### src/hdl/hagc_pkg.sv
// ----------------------------------------------------------------------------
// hagc_pkg
// Shared types, constants and gain tables for the histogram auto gain control.
// ----------------------------------------------------------------------------
package hagc_pkg;

   // sizing
   localparam int HIST_BINS           = 256;
   localparam int FRAMES_PER_DECISION = 5;
   localparam int GAIN_STEPS          = 8;

   localparam int BIN_IDX_W  = 8;
   localparam int BIN_CNT_W  = 24;
   localparam int AREA_W     = 32;
   localparam int TOTAL_W    = AREA_W + 2;
   localparam int SCALED_W   = AREA_W + 7;        // area * 100
   localparam int PCT_W      = 7;
   localparam int PCT_BITS   = 7;                 // quotient bits, percent <= 100
   localparam int PSTEP_W    = $clog2(PCT_BITS);
   localparam int STAT_W     = 10;
   localparam int STAT_MAX   = 1023;
   localparam int FRAMES_W   = $clog2(FRAMES_PER_DECISION + 1);
   localparam int STEP_W     = $clog2(GAIN_STEPS);
   localparam int GAIN_W     = 8;
   localparam int RAISE_W    = 2;
   localparam int CSR_IDX_W  = 3;
   localparam int CSR_DATA_W = 8;

   // average = floor(sum / FRAMES_PER_DECISION) via reciprocal multiply
   localparam int AVG_SHIFT  = 16;
   localparam int AVG_RECIP  = (2**AVG_SHIFT + FRAMES_PER_DECISION - 1) / FRAMES_PER_DECISION;
   localparam int AVG_PROD_W = STAT_W + AVG_SHIFT + 1;

   localparam int LAST_BIN   = HIST_BINS - 1;

   // reset values of the control registers
   localparam logic [7:0]         DARK_END_RST    = 8'd21;
   localparam logic [7:0]         BRIGHT_START_RST = 8'd253;
   localparam logic [6:0]         OVEREXP_RST     = 7'd10;
   localparam logic [RAISE_W-1:0] RAISE_LIMIT_RST = 2'd2;
   localparam logic [STEP_W-1:0]  STEP_RST        = 3'd3;

   // decision thresholds on the dark average
   localparam logic [STAT_W-1:0] DARK_TH_7 = 10'd95;
   localparam logic [STAT_W-1:0] DARK_TH_6 = 10'd90;
   localparam logic [STAT_W-1:0] DARK_TH_5 = 10'd80;
   localparam logic [STAT_W-1:0] DARK_TH_4 = 10'd70;
   localparam logic [STAT_W-1:0] DARK_TH_3 = 10'd60;

   localparam logic [GAIN_W-1:0] GAIN_TABLE_DARK [GAIN_STEPS] =
      '{8'h20, 8'h35, 8'h50, 8'h70, 8'h90, 8'hB0, 8'hD0, 8'hF0};
   localparam logic [GAIN_W-1:0] GAIN_TABLE_LIGHT [GAIN_STEPS] =
      '{8'h40, 8'h55, 8'h70, 8'h80, 8'hA0, 8'hB0, 8'hD0, 8'hF0};

   // register map
   typedef enum logic [CSR_IDX_W-1:0] {
      CSR_TABLE_SELECT     = 3'd0,
      CSR_DARK_BIN_END     = 3'd1,
      CSR_BRIGHT_BIN_START = 3'd2,
      CSR_OVEREXPOSED_PCT  = 3'd3,
      CSR_RAISE_LIMIT      = 3'd4
   } csr_index_type;

   typedef enum logic [1:0] {
      AREA_DARK   = 2'd0,
      AREA_MID    = 2'd1,
      AREA_BRIGHT = 2'd2
   } area_type;

   typedef enum logic [3:0] {
      ST_ACCUM,
      ST_TOTAL,
      ST_DIV_LOAD,
      ST_DIV_STEP,
      ST_DIV_STORE,
      ST_STATS,
      ST_DECIDE,
      ST_GAIN,
      ST_OUT
   } state_type;

   typedef struct packed {
      logic     acc_en;
      logic     total_en;
      logic     div_load;
      logic     div_step;
      logic     pct_store;
      area_type area_sel;
      logic     stats_acc;
      logic     stats_avg;
      logic     decide_en;
      logic     gain_en;
      logic     out_load;
   } cmd_type;

   typedef struct packed {
      logic last_bin;
      logic frames_zero;
      logic out_busy;
   } status_type;

endpackage

### src/hdl/histogram_auto_gain_control_unit.sv
// ----------------------------------------------------------------------------
// histogram_auto_gain_control_unit
// Histogram-driven sensor gain control: frame percents, averaging, decision.
// ----------------------------------------------------------------------------
// Histogram bins are taken one per clock (req_valid / req_stall). Each bin's
// count is added, saturating at 32 bits, to the dark, middle or bright area
// chosen by its index against dark_bin_end and bright_bin_start (dark wins
// where the ranges overlap). The bin at the last index closes the frame and
// stalls the input while the frame is processed: the total is formed, then
// one shared restoring divider computes floor(100*area/total) for the three
// areas in turn (a load, seven quotient steps and a store each), then the
// statistics are updated. Five frames are summed; the sixth frame averages
// them and runs the gain decision. A frame end also waits while the previous
// transaction sits unaccepted in the result register. All bins other than
// the last are taken back to back. Exactly one result transaction is issued
// per frame. The result register holds the frame percents, the decision and
// gain-write flags and the gain value and step after the frame; when
// gain_write is set the gain value must be written to the sensor. Registers
// are written through csr_wr_en / csr_index / csr_wdata; the user must do so
// only while the unit is idle, which the block does not enforce. Writing
// raise_limit also reloads the remaining raise count.
// ----------------------------------------------------------------------------
module histogram_auto_gain_control_unit (
   input  logic                                clock,
   input  logic                                reset,
   // bin input
   input  logic                                req_valid,
   output logic                                req_stall,
   input  logic [hagc_pkg::BIN_IDX_W-1:0]      req_bin_index,
   input  logic [hagc_pkg::BIN_CNT_W-1:0]      req_bin_count,
   // per-frame result
   output logic                                rsp_valid,
   input  logic                                rsp_stall,
   output logic [hagc_pkg::PCT_W-1:0]          rsp_dark_percent,
   output logic [hagc_pkg::PCT_W-1:0]          rsp_mid_percent,
   output logic [hagc_pkg::PCT_W-1:0]          rsp_bright_percent,
   output logic                                rsp_decision_made,
   output logic                                rsp_gain_write,
   output logic [hagc_pkg::GAIN_W-1:0]         rsp_gain_value,
   output logic [hagc_pkg::STEP_W-1:0]         rsp_gain_step,
   // register writes
   input  logic                                csr_wr_en,
   input  logic [hagc_pkg::CSR_IDX_W-1:0]      csr_index,
   input  logic [hagc_pkg::CSR_DATA_W-1:0]     csr_wdata
);

   hagc_pkg::cmd_type    cmd;
   hagc_pkg::status_type status;

   // sequencer: owns input stall and all datapath commands
   hagc_ctrl u_ctrl (
      .clock     (clock),
      .reset     (reset),
      .req_valid (req_valid),
      .req_stall (req_stall),
      .status    (status),
      .cmd       (cmd)
   );

   // datapath: sums, divider, statistics, gain state, result register
   hagc_dpath u_dpath (
      .clock              (clock),
      .reset              (reset),
      .cmd                (cmd),
      .status             (status),
      .req_bin_index      (req_bin_index),
      .req_bin_count      (req_bin_count),
      .csr_wr_en          (csr_wr_en),
      .csr_index          (csr_index),
      .csr_wdata          (csr_wdata),
      .rsp_valid          (rsp_valid),
      .rsp_stall          (rsp_stall),
      .rsp_dark_percent   (rsp_dark_percent),
      .rsp_mid_percent    (rsp_mid_percent),
      .rsp_bright_percent (rsp_bright_percent),
      .rsp_decision_made  (rsp_decision_made),
      .rsp_gain_write     (rsp_gain_write),
      .rsp_gain_value     (rsp_gain_value),
      .rsp_gain_step      (rsp_gain_step)
   );

endmodule

### src/hdl/hagc_ctrl.sv
// ----------------------------------------------------------------------------
// hagc_ctrl
// Sequencer: bin intake, end-of-frame percent divisions, statistics and gain
// decision, result hand-off.
// ----------------------------------------------------------------------------
module hagc_ctrl (
   input  logic                   clock,
   input  logic                   reset,
   input  logic                   req_valid,
   output logic                   req_stall,
   input  hagc_pkg::status_type   status,
   output hagc_pkg::cmd_type      cmd
);

   hagc_pkg::state_type              state_ff, state_in;
   hagc_pkg::area_type               area_ff, area_in;
   logic [hagc_pkg::PSTEP_W-1:0]     pstep_ff, pstep_in;

   always_ff @(posedge clock) begin
      if (reset) begin
         state_ff <= hagc_pkg::ST_ACCUM;
         area_ff  <= hagc_pkg::AREA_DARK;
         pstep_ff <= '0;
      end else begin
         state_ff <= state_in;
         area_ff  <= area_in;
         pstep_ff <= pstep_in;
      end
   end

   always_comb begin
      state_in     = state_ff;
      area_in      = area_ff;
      pstep_in     = pstep_ff;
      cmd          = '0;
      cmd.area_sel = area_ff;
      req_stall    = 1'b1;

      case (state_ff)
         hagc_pkg::ST_ACCUM: begin
            req_stall  = 1'b0;
            cmd.acc_en = req_valid;
            if (req_valid && status.last_bin) begin
               state_in = hagc_pkg::ST_TOTAL;
            end
         end
         hagc_pkg::ST_TOTAL: begin
            cmd.total_en = 1'b1;
            area_in      = hagc_pkg::AREA_DARK;
            state_in     = hagc_pkg::ST_DIV_LOAD;
         end
         hagc_pkg::ST_DIV_LOAD: begin
            cmd.div_load = 1'b1;
            pstep_in     = '0;
            state_in     = hagc_pkg::ST_DIV_STEP;
         end
         hagc_pkg::ST_DIV_STEP: begin
            cmd.div_step = 1'b1;
            pstep_in     = pstep_ff + 1'b1;
            if (pstep_ff == hagc_pkg::PSTEP_W'(hagc_pkg::PCT_BITS - 1)) begin
               state_in = hagc_pkg::ST_DIV_STORE;
            end
         end
         hagc_pkg::ST_DIV_STORE: begin
            cmd.pct_store = 1'b1;
            if (area_ff == hagc_pkg::AREA_BRIGHT) begin
               state_in = hagc_pkg::ST_STATS;
            end else begin
               area_in  = hagc_pkg::area_type'(area_ff + 1'b1);
               state_in = hagc_pkg::ST_DIV_LOAD;
            end
         end
         hagc_pkg::ST_STATS: begin
            if (status.frames_zero) begin
               cmd.stats_avg = 1'b1;
               state_in      = hagc_pkg::ST_DECIDE;
            end else begin
               cmd.stats_acc = 1'b1;
               state_in      = hagc_pkg::ST_OUT;
            end
         end
         hagc_pkg::ST_DECIDE: begin
            cmd.decide_en = 1'b1;
            state_in      = hagc_pkg::ST_GAIN;
         end
         hagc_pkg::ST_GAIN: begin
            cmd.gain_en = 1'b1;
            state_in    = hagc_pkg::ST_OUT;
         end
         hagc_pkg::ST_OUT: begin
            if (!status.out_busy) begin
               cmd.out_load = 1'b1;
               state_in     = hagc_pkg::ST_ACCUM;
            end
         end
         default: begin
            state_in = hagc_pkg::ST_ACCUM;
         end
      endcase
   end

endmodule

### src/hdl/hagc_dpath.sv
// ----------------------------------------------------------------------------
// hagc_dpath
// Area sums, shared percent divider, frame statistics, gain decision state,
// control registers and the result register.
// ----------------------------------------------------------------------------
module hagc_dpath (
   input  logic                                clock,
   input  logic                                reset,
   input  hagc_pkg::cmd_type                   cmd,
   output hagc_pkg::status_type                status,
   input  logic [hagc_pkg::BIN_IDX_W-1:0]      req_bin_index,
   input  logic [hagc_pkg::BIN_CNT_W-1:0]      req_bin_count,
   input  logic                                csr_wr_en,
   input  logic [hagc_pkg::CSR_IDX_W-1:0]      csr_index,
   input  logic [hagc_pkg::CSR_DATA_W-1:0]     csr_wdata,
   output logic                                rsp_valid,
   input  logic                                rsp_stall,
   output logic [hagc_pkg::PCT_W-1:0]          rsp_dark_percent,
   output logic [hagc_pkg::PCT_W-1:0]          rsp_mid_percent,
   output logic [hagc_pkg::PCT_W-1:0]          rsp_bright_percent,
   output logic                                rsp_decision_made,
   output logic                                rsp_gain_write,
   output logic [hagc_pkg::GAIN_W-1:0]         rsp_gain_value,
   output logic [hagc_pkg::STEP_W-1:0]         rsp_gain_step
);

   localparam int DSH_W = hagc_pkg::TOTAL_W + hagc_pkg::PCT_BITS - 1;

   // control registers
   logic                              tsel_ff, tsel_in;
   logic [7:0]                        dark_end_ff, dark_end_in;
   logic [7:0]                        bright_start_ff, bright_start_in;
   logic [6:0]                        overexp_ff, overexp_in;
   logic [hagc_pkg::RAISE_W-1:0]      raise_limit_ff, raise_limit_in;

   // frame accumulation
   logic [hagc_pkg::AREA_W-1:0]       area_ff [3];
   logic [hagc_pkg::AREA_W-1:0]       area_in [3];
   logic [hagc_pkg::TOTAL_W-1:0]      total_ff, total_in;
   logic [1:0]                        bin_area;
   logic [hagc_pkg::AREA_W:0]         acc_sum;

   // divider
   logic [hagc_pkg::SCALED_W-1:0]     rem_ff, rem_in;
   logic [DSH_W-1:0]                  dsh_ff, dsh_in;
   logic [hagc_pkg::PCT_BITS-1:0]     quo_ff, quo_in;
   logic [hagc_pkg::AREA_W-1:0]       div_area;
   logic                              div_ge;
   logic [hagc_pkg::PCT_W-1:0]        pct_ff [3];
   logic [hagc_pkg::PCT_W-1:0]        pct_in [3];

   // statistics and decision
   logic [hagc_pkg::STAT_W-1:0]       stat_ff [3];
   logic [hagc_pkg::STAT_W-1:0]       stat_in [3];
   logic [hagc_pkg::STAT_W:0]         stat_sum [3];
   logic [hagc_pkg::AVG_PROD_W-1:0]   avg_prod [3];
   logic [hagc_pkg::FRAMES_W-1:0]     frames_ff, frames_in;
   logic [hagc_pkg::STEP_W-1:0]       step_ff, step_in;
   logic                              lock_ff, lock_in;
   logic [hagc_pkg::RAISE_W-1:0]      raises_ff, raises_in;
   logic [hagc_pkg::GAIN_W-1:0]       cur_gain_ff, cur_gain_in;
   logic [hagc_pkg::GAIN_W-1:0]       prev_gain_ff, prev_gain_in;
   logic                              decided_ff, decided_in;
   logic                              wrote_ff, wrote_in;
   logic                              tgt_valid;
   logic [hagc_pkg::STEP_W-1:0]       tgt_step;
   logic [hagc_pkg::GAIN_W-1:0]       new_gain;
   logic [hagc_pkg::STAT_W-1:0]       dark_avg, bright_avg;

   // result register
   logic                              rsp_valid_ff, rsp_valid_in;
   logic [hagc_pkg::PCT_W-1:0]        rsp_pct_ff [3];
   logic [hagc_pkg::PCT_W-1:0]        rsp_pct_in [3];
   logic                              rsp_decided_ff, rsp_decided_in;
   logic                              rsp_wrote_ff, rsp_wrote_in;
   logic [hagc_pkg::GAIN_W-1:0]       rsp_gain_ff, rsp_gain_in;
   logic [hagc_pkg::STEP_W-1:0]       rsp_step_ff, rsp_step_in;

   // ---- bin classification and saturating accumulate ----
   always_comb begin
      if (req_bin_index < dark_end_ff) begin
         bin_area = hagc_pkg::AREA_DARK;
      end else if (req_bin_index >= bright_start_ff) begin
         bin_area = hagc_pkg::AREA_BRIGHT;
      end else begin
         bin_area = hagc_pkg::AREA_MID;
      end
      acc_sum = {1'b0, area_ff[bin_area]} + (hagc_pkg::AREA_W + 1)'(req_bin_count);
   end

   assign status.last_bin =
      (hagc_pkg::HIST_BINS <= 2**hagc_pkg::BIN_IDX_W) &&
      (32'(req_bin_index) == 32'(hagc_pkg::LAST_BIN));
   assign status.frames_zero = (frames_ff == '0);
   assign status.out_busy    = rsp_valid_ff && rsp_stall;

   // ---- divider operand select, restoring step ----
   always_comb begin
      case (cmd.area_sel)
         hagc_pkg::AREA_DARK:   div_area = area_ff[0];
         hagc_pkg::AREA_MID:    div_area = area_ff[1];
         hagc_pkg::AREA_BRIGHT: div_area = area_ff[2];
         default:               div_area = '0;
      endcase
      div_ge = ({1'b0, rem_ff} >= dsh_ff);
   end

   // ---- decision ----
   always_comb begin
      dark_avg   = stat_ff[0];
      bright_avg = stat_ff[2];
      tgt_valid  = 1'b1;
      if (bright_avg > hagc_pkg::STAT_W'(overexp_ff)) begin
         tgt_valid = 1'b0;
         tgt_step  = '0;
      end else if (dark_avg > hagc_pkg::DARK_TH_7 || bright_avg == '0) begin
         tgt_step = hagc_pkg::STEP_W'(hagc_pkg::GAIN_STEPS - 1);
      end else if (dark_avg > hagc_pkg::DARK_TH_6) begin
         tgt_step = hagc_pkg::STEP_W'(hagc_pkg::GAIN_STEPS - 2);
      end else if (dark_avg > hagc_pkg::DARK_TH_5) begin
         tgt_step = hagc_pkg::STEP_W'(hagc_pkg::GAIN_STEPS - 3);
      end else if (dark_avg > hagc_pkg::DARK_TH_4) begin
         tgt_step = hagc_pkg::STEP_W'(hagc_pkg::GAIN_STEPS - 4);
      end else if (dark_avg > hagc_pkg::DARK_TH_3) begin
         tgt_step = hagc_pkg::STEP_W'(hagc_pkg::GAIN_STEPS - 5);
      end else begin
         tgt_valid = 1'b0;
         tgt_step  = '0;
      end
      new_gain = tsel_ff ? hagc_pkg::GAIN_TABLE_LIGHT[step_ff]
                         : hagc_pkg::GAIN_TABLE_DARK[step_ff];
   end

   // ---- next state ----
   always_comb begin
      tsel_in         = tsel_ff;
      dark_end_in     = dark_end_ff;
      bright_start_in = bright_start_ff;
      overexp_in      = overexp_ff;
      raise_limit_in  = raise_limit_ff;
      raises_in       = raises_ff;
      area_in         = area_ff;
      total_in        = total_ff;
      rem_in          = rem_ff;
      dsh_in          = dsh_ff;
      quo_in          = quo_ff;
      pct_in          = pct_ff;
      stat_in         = stat_ff;
      frames_in       = frames_ff;
      step_in         = step_ff;
      lock_in         = lock_ff;
      cur_gain_in     = cur_gain_ff;
      prev_gain_in    = prev_gain_ff;
      decided_in      = decided_ff;
      wrote_in        = wrote_ff;
      rsp_pct_in      = rsp_pct_ff;
      rsp_decided_in  = rsp_decided_ff;
      rsp_wrote_in    = rsp_wrote_ff;
      rsp_gain_in     = rsp_gain_ff;
      rsp_step_in     = rsp_step_ff;
      rsp_valid_in    = rsp_valid_ff && rsp_stall;

      for (int k = 0; k < 3; k++) begin
         stat_sum[k] = {1'b0, stat_ff[k]} + (hagc_pkg::STAT_W + 1)'(pct_ff[k]);
         avg_prod[k] = hagc_pkg::AVG_PROD_W'(stat_ff[k]) *
                       hagc_pkg::AVG_PROD_W'(hagc_pkg::AVG_RECIP);
      end

      if (csr_wr_en) begin
         case (csr_index)
            hagc_pkg::CSR_TABLE_SELECT:     tsel_in         = csr_wdata[0];
            hagc_pkg::CSR_DARK_BIN_END:     dark_end_in     = csr_wdata;
            hagc_pkg::CSR_BRIGHT_BIN_START: bright_start_in = csr_wdata;
            hagc_pkg::CSR_OVEREXPOSED_PCT:  overexp_in      = csr_wdata[6:0];
            hagc_pkg::CSR_RAISE_LIMIT: begin
               raise_limit_in = csr_wdata[hagc_pkg::RAISE_W-1:0];
               raises_in      = csr_wdata[hagc_pkg::RAISE_W-1:0];
            end
            default: ;
         endcase
      end

      if (cmd.acc_en) begin
         area_in[bin_area] = acc_sum[hagc_pkg::AREA_W] ? '1 : acc_sum[hagc_pkg::AREA_W-1:0];
      end

      if (cmd.total_en) begin
         total_in = hagc_pkg::TOTAL_W'(area_ff[0]) + hagc_pkg::TOTAL_W'(area_ff[1]) +
                    hagc_pkg::TOTAL_W'(area_ff[2]);
      end

      // area * 100 = area*64 + area*32 + area*4
      if (cmd.div_load) begin
         rem_in = (hagc_pkg::SCALED_W'(div_area) << 6) +
                  (hagc_pkg::SCALED_W'(div_area) << 5) +
                  (hagc_pkg::SCALED_W'(div_area) << 2);
         dsh_in = {total_ff, (hagc_pkg::PCT_BITS - 1)'(0)};
         quo_in = '0;
      end

      if (cmd.div_step) begin
         if (div_ge) begin
            rem_in = rem_ff - dsh_ff[hagc_pkg::SCALED_W-1:0];
         end
         quo_in = {quo_ff[hagc_pkg::PCT_BITS-2:0], div_ge};
         dsh_in = dsh_ff >> 1;
      end

      if (cmd.pct_store) begin
         pct_in[cmd.area_sel] = (total_ff == '0) ? '0 : hagc_pkg::PCT_W'(quo_ff);
      end

      if (cmd.stats_acc) begin
         frames_in  = frames_ff - 1'b1;
         decided_in = 1'b0;
         wrote_in   = 1'b0;
         for (int k = 0; k < 3; k++) begin
            stat_in[k] = stat_sum[k][hagc_pkg::STAT_W] ? hagc_pkg::STAT_W'(hagc_pkg::STAT_MAX)
                                                       : stat_sum[k][hagc_pkg::STAT_W-1:0];
            area_in[k] = '0;
         end
      end

      if (cmd.stats_avg) begin
         for (int k = 0; k < 3; k++) begin
            stat_in[k] = hagc_pkg::STAT_W'(avg_prod[k] >> hagc_pkg::AVG_SHIFT);
            area_in[k] = '0;
         end
      end

      if (cmd.decide_en) begin
         if (!tgt_valid && bright_avg > hagc_pkg::STAT_W'(overexp_ff)) begin
            if (step_ff != '0) begin
               step_in = step_ff - 1'b1;
               lock_in = 1'b1;
            end
         end
         if (tgt_valid && !lock_ff && raises_ff != '0) begin
            step_in   = tgt_step;
            raises_in = raises_ff - 1'b1;
         end
      end

      if (cmd.gain_en) begin
         decided_in = 1'b1;
         wrote_in   = 1'b0;
         if (new_gain != cur_gain_ff && new_gain != prev_gain_ff) begin
            prev_gain_in = cur_gain_ff;
            cur_gain_in  = new_gain;
            wrote_in     = 1'b1;
         end
         frames_in = hagc_pkg::FRAMES_W'(hagc_pkg::FRAMES_PER_DECISION);
         for (int k = 0; k < 3; k++) begin
            stat_in[k] = '0;
         end
      end

      if (cmd.out_load) begin
         rsp_valid_in   = 1'b1;
         rsp_pct_in     = pct_ff;
         rsp_decided_in = decided_ff;
         rsp_wrote_in   = wrote_ff;
         rsp_gain_in    = cur_gain_ff;
         rsp_step_in    = step_ff;
      end
   end

   // ---- control state ----
   always_ff @(posedge clock) begin
      if (reset) begin
         tsel_ff         <= 1'b0;
         dark_end_ff     <= hagc_pkg::DARK_END_RST;
         bright_start_ff <= hagc_pkg::BRIGHT_START_RST;
         overexp_ff      <= hagc_pkg::OVEREXP_RST;
         raise_limit_ff  <= hagc_pkg::RAISE_LIMIT_RST;
         raises_ff       <= hagc_pkg::RAISE_LIMIT_RST;
         for (int k = 0; k < 3; k++) begin
            area_ff[k] <= '0;
            stat_ff[k] <= '0;
         end
         frames_ff       <= hagc_pkg::FRAMES_W'(hagc_pkg::FRAMES_PER_DECISION);
         step_ff         <= hagc_pkg::STEP_RST;
         lock_ff         <= 1'b0;
         cur_gain_ff     <= '0;
         prev_gain_ff    <= '0;
         rsp_valid_ff    <= 1'b0;
      end else begin
         tsel_ff         <= tsel_in;
         dark_end_ff     <= dark_end_in;
         bright_start_ff <= bright_start_in;
         overexp_ff      <= overexp_in;
         raise_limit_ff  <= raise_limit_in;
         raises_ff       <= raises_in;
         area_ff         <= area_in;
         stat_ff         <= stat_in;
         frames_ff       <= frames_in;
         step_ff         <= step_in;
         lock_ff         <= lock_in;
         cur_gain_ff     <= cur_gain_in;
         prev_gain_ff    <= prev_gain_in;
         rsp_valid_ff    <= rsp_valid_in;
      end
   end

   // ---- payload ----
   always_ff @(posedge clock) begin
      total_ff       <= total_in;
      rem_ff         <= rem_in;
      dsh_ff         <= dsh_in;
      quo_ff         <= quo_in;
      pct_ff         <= pct_in;
      decided_ff     <= decided_in;
      wrote_ff       <= wrote_in;
      rsp_pct_ff     <= rsp_pct_in;
      rsp_decided_ff <= rsp_decided_in;
      rsp_wrote_ff   <= rsp_wrote_in;
      rsp_gain_ff    <= rsp_gain_in;
      rsp_step_ff    <= rsp_step_in;
   end

   assign rsp_valid          = rsp_valid_ff;
   assign rsp_dark_percent   = rsp_pct_ff[0];
   assign rsp_mid_percent    = rsp_pct_ff[1];
   assign rsp_bright_percent = rsp_pct_ff[2];
   assign rsp_decision_made  = rsp_decided_ff;
   assign rsp_gain_write     = rsp_wrote_ff;
   assign rsp_gain_value     = rsp_gain_ff;
   assign rsp_gain_step      = rsp_step_ff;

endmodule

### config.mk
export PLATFORM = sky130hd
export DESIGN_NAME = histogram_auto_gain_control_unit
export DESIGN_NICKNAME = d
export VERILOG_FILES = /design/src/hdl/hagc_pkg.sv /design/src/hdl/histogram_auto_gain_control_unit.sv /design/src/hdl/hagc_ctrl.sv /design/src/hdl/hagc_dpath.sv
export SDC_FILE = /design/constraint.sdc
export NUM_CORES = 1
export LEC_CHECK = 0
export BUFFER_PORTS_ARGS = -buffer_cell sky130_fd_sc_hd__buf_2
export CAP_MARGIN = 10
export CORE_MARGIN = 2
export CORE_UTILIZATION = 55
export CTS_BUF_LIST = sky130_fd_sc_hd__clkbuf_8
export DETAILED_ROUTE_END_ITERATION = 10
export PLACE_DENSITY = 0.72
export SLEW_MARGIN = 40
export SYNTH_ARGS = -nofsm -noshare
export SYNTH_HDL_FRONTEND = slang
export SYNTH_SLANG_ARGS = --single-unit
### constraint.sdc
create_clock -name clock -period 7.4 [get_ports clock]
set_clock_uncertainty 0.2 [all_clocks]
set_input_delay 0.37 -clock clock [delete_from_list [all_inputs] [get_ports clock]]
set_output_delay 0.37 -clock clock [all_outputs]
set_load 0.01 [all_outputs]
==> metrics.txt, run 1 <==
status complete, no violations; PD cells 167.3 mW/mm^2; Avg Inst Size Synth just under 9 um^2; Async S/R FF share, synth 0; WP data arrival 6.64 ns; synth top area cells ha_1 (16%), dfxtp_1 (15%), edfxtp_1 (14%); Final Hold Vio Count 0; Synth Cell Area 0.02783 mm^2; design area ~0.030 mm^2; sequential share of the synthesized area 0.2946; chip width ~230 um; setup violators final 0; grt met3 use 0.04017; worst path required time 7.81 ns; pre-CTS setup slack 1.083 ns; Lkg Pwr roughly 0.015 uW; met2 Usage GRT 0.4717; largest fanout on the critical path 33; htree depth 2; Num CTS Buffers 60; DP Area about 0.029 mm^2; final-layout fill cell count 4378; Final period util 0.8418; global-route wire length before repair 119.6 mm; CTS tree built; Core ar. about 0.050 mm^2; largest net degree at the start of global routing 86; placer congestion estimate ~0.93; IO Count 84; most instantiated cells after synthesis ha_1 (353), inv_1 (309), a21oi_1 (297); grt ovf 0; Final min period around 6.2 ns; Worst Setup Start Kind input port; Post-synth EDFFs around 130; Least-Margin Pin Slew roughly 0.85 ns; setup slack after layout roughly 1.2 ns; antenna-violating nets left 0; DP HPWL approximately 57 mm; met1 usage 0.3542; Yosys top cell by area ha_1; DRC violations left 0; later-pin clock latency in the skew report around 0.73 ns; Worst VDD drop 199.5 uV; Total GRT Usage 0.2779; most numerous cell in the Yosys netlist ha_1; total number of vias ~24000; Net count, final approximately 3800; layout cells sized above 1 0.08381; initial DRC count about 2000; full die area 0.05242 mm^2; Most used DFF post-synth dfxtp_1; relative slew slack 0.4262; DRT Wirelength about 74 mm; Worst Setup End Kind register; starting density of the core 0.5559; Clock transition at path regs about 0.060 ns; Clock Tree Buf Depth 3; max-capacitance violation count 0; CP Class in2reg; DRT Pass-1 Iters 6; Tot Pwr 5101 uW; Setup TNS 0 ns; initial antenna violation count 1; Buffers on Ports just over 80; Final Max Slew Viols 0; synthesis-to-finish area growth 9.535%; Post-Syn Instances 3204; hold slack around 0.045 ns; DR vias/cell approximately 6; clock root buffer clkbuf_8; setup bufs post-CTS 0; synth warn 0; row cnt slightly above 80; synthesized flop and latch total roughly 340; Die H between 200 and 250 um; Max Clk Rate roughly 160 MHz; setup repair after global routing missed its margin false; Most Crowded Layer GR met2; post-synth cell types slightly above 80; Synth top area share 0.1587; Worst Hold Class in2reg; vias in the first global route between 20000 and 25000; clock sink total between 300 and 400; average wire per standard cell between 15 and 20 um
[layer usage]
layer  vias up  share of wire
li1      11550              -
met1     11310           0.44
met2       724           0.47
met3       177          0.052
met4         0          0.040
met5         -              0
[cell usage in the layout (no fill, tap or decap), drive strengths merged, types with 9 or more instances in the layout]
cell type    count
clkbuf          69
o21a            23
inv            318
edfxtp         133
buf            107
xor2            50
fa              87
nand3           57
nor2b           34
nand2b          37
o21ai          271
o21bai          20
a31oi           49
dfxtp          210
or2             28
xnor2          118
mux2            13
clkinv          28
nand4           24
dlygate4sd3     20
a211o           10
o211ai          26
nor3            29
and3            33
and2            16
nor2           199
nor3b           10
a221oi          18
nand2          287
a21oi          298
and4            11
o22ai            9
a222oi          21
mux2i           55
ha             353
a211oi          32
a21o            99
nor4            15
[registers in the layout, summed over array words and instances, names as in the netlist, 8 cells and up]
| name | count |
|---|---|
| u_dpath.bright_avg | 10 |
| u_dpath.dark_avg | 10 |
| u_dpath.rem_ff | 39 |
| u_dpath.total_ff | 34 |
| u_dpath.area_ff | 96 |
| u_dpath.dsh_ff | 40 |
| u_dpath.bright_start_ff | 8 |
| u_dpath.pct_ff | 21 |
| u_dpath.dark_end_ff | 8 |
[final cells by class]
type / count / area, um^2 / share of cell area
clock buffers: 69 / 949.7 / 0.03115
inverters: 312 / 1174 / 0.03850
clock inverters: 44 / 434.2 / 0.01424
flip-flops and latches: 343 / 8198 / 0.2689
well taps: 672 / 840.8 / 0.02758
diodes: 1 / 2.502 / 0.00008208
repair buffers: 127 / 808.3 / 0.02651
multi-input cells: 2434 / 18080 / 0.5930
[where the power goes]
group	total, uW	switching [uW]	internal (uW)	leakage [uW]
combinational	1000	602	400	0.0110
sequential	2070	57.4	2010	0.00291
clock	2030	884	1150	0.000741
total	5100	1540	3560	0.0147
[cells by family after synthesis]
logic type / share of synthesized area
AO/OA/AOI/OAI: 0.2099
XOR/XNOR: 0.05287
adder cells (fa/ha/maj): 0.2213
buffers and inverters: 0.05862
flip-flops: 0.2946
multiplexers: 0.02504
other: 0.0001347
AND/OR/NAND/NOR: 0.1376
[through the flow]
step	std cells	util
finish	4002	0.6089
global route	4002	0.6089
CTS	4001	0.6088
detailed placement	3868	0.5772
global placement	3867	0.5765
floorplan	3205	-
[worst paths after layout]
path	start	slack (ns)	end	cells past startpoint
min reg2reg	u_dpath.pct_ff[10]$_DFFE_PP_	0.22	u_dpath.rsp_mid_percent[3]$_DFFE_PP_	0
min	req_bin_count[1]	0.04	u_dpath.area_ff[33]$_SDFFE_PP0P_	4
max	req_bin_index[0]	1.17	u_dpath.area_ff[70]$_SDFFE_PP0P_	25
max reg2reg	u_dpath.dark_end_ff[1]$_SDFFE_PP0P_	1.18	u_dpath.area_ff[70]$_SDFFE_PP0P_	20
[critical path: stages]
cell	delay (ns)
dlygate4sd3_1	0.52
buf_2	0.11
inv_1	0.05
ha_1	0.27
nand2b_1	0.14
a21o_1	0.18
a211o_1	0.32
a21oi_4	0.23
buf_4	0.52
mux2i_1	0.15
nor2_1	0.14
a21o_1	0.13
inv_1	0.06
fa_1	0.47
nand2b_1	0.22
a21oi_1	0.28
o211a_1	0.20
a211o_1	0.26
o21a_1	0.22
a221o_1	0.32
inv_2	0.09
nor3_4	0.69
buf_4	0.33
a21oi_1	0.11
a21oi_1	0.18
[repair_timing]
item / 4_1_cts / 5_1_grt
hold buffers: 20 / 0
endpoints found under the hold margin: 67 / 0
resized for setup: 0 / 0
No activity file was read; power rests on OpenSTA's default activity.
==> run 2, diff against run 1 <==
Settings changed: ABC_AREA set to 1, PLACE_DENSITY 0.72 to 0.75.
Clock period 7.4 ns to 5 ns, I/O delays scaled along.
==> run 2 against run 1 <==
Count of clock-buffer cells in the layout is 10 higher. Utilization increased by 1.3 points. Critical endpoint is now u_dpath.rem_ff[36]$_DFF_P_. Hold slack improved by 0.0014 ns. Cell count up 22%. Sequential power grew 72%. Largest cell class unchanged. Combinational power rose to 5.2 times the previous value. Cell area is 7.8% higher. Register-to-register slack worse by 1.0 ns. Non-clock buffer count increased by 67. Setup slack got worse by 1.0 ns. Highest routed layer unchanged. Power up 130%. Global-route usage up 3.7 points.
==> metrics.txt, run 2 <==
status complete, no violations; most used cell, CP nand2_1; Net count, final 4635 (+23%); later-pin clock latency in the skew report 0.67 ns (-0.06 ns); hold slack 0.04611 ns (+0.001443 ns); IO Count 84 (unchanged); chip width 235.8 um (+3.0%); post-route insts no fill 4888 (+22%); Crit path max-delay family simple AND/OR/NAND/NOR gates; Async S/R FF share, synth 0 (unchanged); Worst Setup Start Kind register; Max Clk Rate between 200 and 250 MHz; number of flip-flops in the largest register 96 (unchanged); Yosys top cell by area ha_1; synthesis-to-finish area growth 11.19%; final-layout fill cell count 4785 (+9.3%); Lkg Pwr 0.01669 uW (+14%); Reg area 0.008200 mm^2 (about the same); Worst Hold Class in2reg; layout cells sized above 1 0.07810 (-0.005714); Clock transition at path regs 0.06 ns (about the same); worst path required time 5.38 ns (-2.43 ns); initial DRC count 2270 (+14%); Post-synth EDFFs 133 (unchanged); DRT Pass-1 Iters 6 (unchanged); pre-CTS setup slack 0.1012 ns (-0.9814 ns); global-route wire length before repair 140.7 mm (+18%); most numerous cell in the Yosys netlist nand2_1; clock sink total 343 (unchanged); DR vias/cell 5.681 (-4.3%); post-synth cell types 58 (-29%); htree depth 3 (+1); starting density of the core 0.5589 (+0.003054); vias in the first global route 26980 (+16%); Final min period 4.830 ns; Final period util 0.9661; Post-Syn Instances 3974 (+24%); row cnt 84 (+2.4%); CP Class reg2reg; synthesized flop and latch total 343 (unchanged); full die area 0.05559 mm^2 (+6.1%); Critical Path, Cell by Cell inv_1 -> ha_1 -> clkinv_1 -> buf_6 -> o211ai_1 -> buf_4 -> nand2_1 -> fa_1 -> inv_1 -> ha_1 -> nand2_1 -> nor4_1 -> buf_4 -> nand3_1 -> nand3_1 -> nand2_1 -> nand2_1 -> nand2_1 -> nand2_1 -> nand2_1 -> a21oi_1 -> nor2_1 -> nor2_1; most instantiated cells after synthesis nand2_1 (713), inv_1 (679), ha_1 (353); synth warn 0 (unchanged); antenna-violating nets left 0 (unchanged); sequential share of the synthesized area 0.2774 (-0.01711); Buffers on Ports 81 (unchanged); Top reg by flops u_dpath.area_ff; Die H 235.8 um (+3.0%); largest net degree at the start of global routing 66 (-23%); Most used DFF post-synth dfxtp_1; clock root buffer clkbuf_8; Total GRT Usage 0.3153 (+0.03739); Antenna Cells 0 (-1); initial antenna violation count 1 (unchanged); setup repair after global routing missed its margin false; Num CTS Buffers 67 (+12%); Buf/Inv on CP 6 (-1); Synth Cell Area 0.02955 mm^2 (+6.2%); Multi-input gate area 0.01844 mm^2 (+2.0%); DRC violations left 0 (unchanged); Worst Setup End Kind register; setup bufs post-CTS 0 (unchanged); max-capacitance violation count 0 (unchanged); Final Hold Vio Count 0 (unchanged); commonest non-fill, non-tap cell in the layout nand2_1; Worst VDD drop 282.3 uV (+41%); crit path max-delay cell type fa_1; PD cells 355.8 mW/mm^2 (+110%); placer congestion estimate 0.9834 (+6.0%); commonest non-fill, non-tap cells in the layout nand2_1 (712), inv_1 (694), ha_1 (353); setup slack after layout 0.1696 ns (-1.001 ns); Tot Pwr 11690 uW (+130%); Avg Inst Size Synth 7.435 um^2 (-14%); Setup TNS 0 ns (unchanged); placed cells 4726 (+22%); largest fanout on the critical path 21 (-36%); synth top area cells ha_1 (15%), dfxtp_1 (14%), edfxtp_1 (14%); max incr delay on CP 0.57 ns (-0.12 ns); Least-Margin Pin Slew 0.7832 ns (-0.06848 ns); DP HPWL 69.09 mm (+22%); grt ovf 0 (unchanged); Largest regs u_dpath.area_ff x96, u_dpath.dsh_ff x40, u_dpath.rem_ff x39; Final Max Slew Viols 0 (unchanged); Core ar. 0.05287 mm^2 (+5.6%); Synth top area share 0.1495 (-0.009220); WP data arrival 5.22 ns (-1.42 ns); relative slew slack 0.4759 (+0.04972); average wire per standard cell 18.13 um (-2.1%); CTS tree built; total number of vias 27770 (+17%); Clock Tree Buf Depth 3 (unchanged); setup violators final 0 (unchanged); DRT Wirelength 88.61 mm (+20%)
==> run 2: changes by cell type in the layout (fill, tap and decap cells not counted), sizes merged, moves of 43 or more <==
cell and delta:
a21oi +43, o21ai +69, xnor2 -77, xor2 +55, nand2 +439, nor2 +119, nand3 +75, buf +47
o21bai +45, mux2i -55, a21o -71, inv +386
==> run 2: per-stage QoR <==
step	utilization	instance area, um^2
final	0.6215	32850
after global routing	0.6215	32850
after CTS	0.6205	32800
after detailed placement	0.5866	31010
after global placement	0.5863	30990
after floorplan	-	29550
==> run 2: timing repair <==
action / in CTS / in global routing
gates resized for setup: 0 / 17
setup endpoints to repair: 0 / 12
hold buffers: 40 / 0
endpoints found under the hold margin: 80 / 0
==> run 2: per-layer routing <==
layer  GRT usage  up-vias  share of wire  wire (um)
met5           0        -              0          0
li1            -    13550              -          -
met1      0.3903    12920           0.42      37010
met4      0.1519        0          0.050       4388
met3     0.04810      269          0.063       5548
met2      0.5379     1027           0.47      41660
==> run 2: final cells by class <==
cell class                      count  area share
Tap cell                          688     0.02620
Clock inverter                     43    0.009254
Timing Repair Buffer              194     0.04193
Multi-Input combinational cell   2854      0.5614
Clock buffer                       79     0.03309
Sequential cell                   343      0.2496
Inverter                          687     0.07853
==> run 2: worst min-delay path, stage by stage <==
cell      delay [ns]
buf_2           0.11
inv_1           0.07
fa_1            0.22
nand2_4         0.07
o21bai_1        0.12
inv_1           0.04
==> run 2: kinds of logic after synthesis <==
group | after synthesis | synth area share
xor gates and xnor gates | 146 | 0.04328
buffers and inverters | 778 | 0.1013
adders and majority gates | 440 | 0.2084
other | 1 | 0.0001269
AOI/OAI and AO/OA | 962 | 0.1856
DFF | 343 | 0.2774
and+or+nand+nor | 1304 | 0.1839
==> run 2: final timing paths <==
path,start,end,slack (ns),cells after the start
setup / recovery,u_ctrl.area_ff[1]$_SDFFE_PP0P_,u_dpath.rem_ff[36]$_DFF_P_,0.17,23
hold / removal,req_bin_count[1],u_dpath.area_ff[1]$_SDFFE_PP0P_,0.05,6
setup reg to reg,u_ctrl.area_ff[1]$_SDFFE_PP0P_,u_dpath.rem_ff[36]$_DFF_P_,0.17,23
hold reg to reg,u_dpath.pct_ff[12]$_DFFE_PP_,u_dpath.rsp_mid_percent[5]$_DFFE_PP_,0.21,0
==> run 2: report_power, final <==
part / switching (uW) / internal, uW / total [uW]
logic: 3360 / 1790 / 5150
registers: 253 / 3300 / 3560
clock network: 1360 / 1620 / 2980
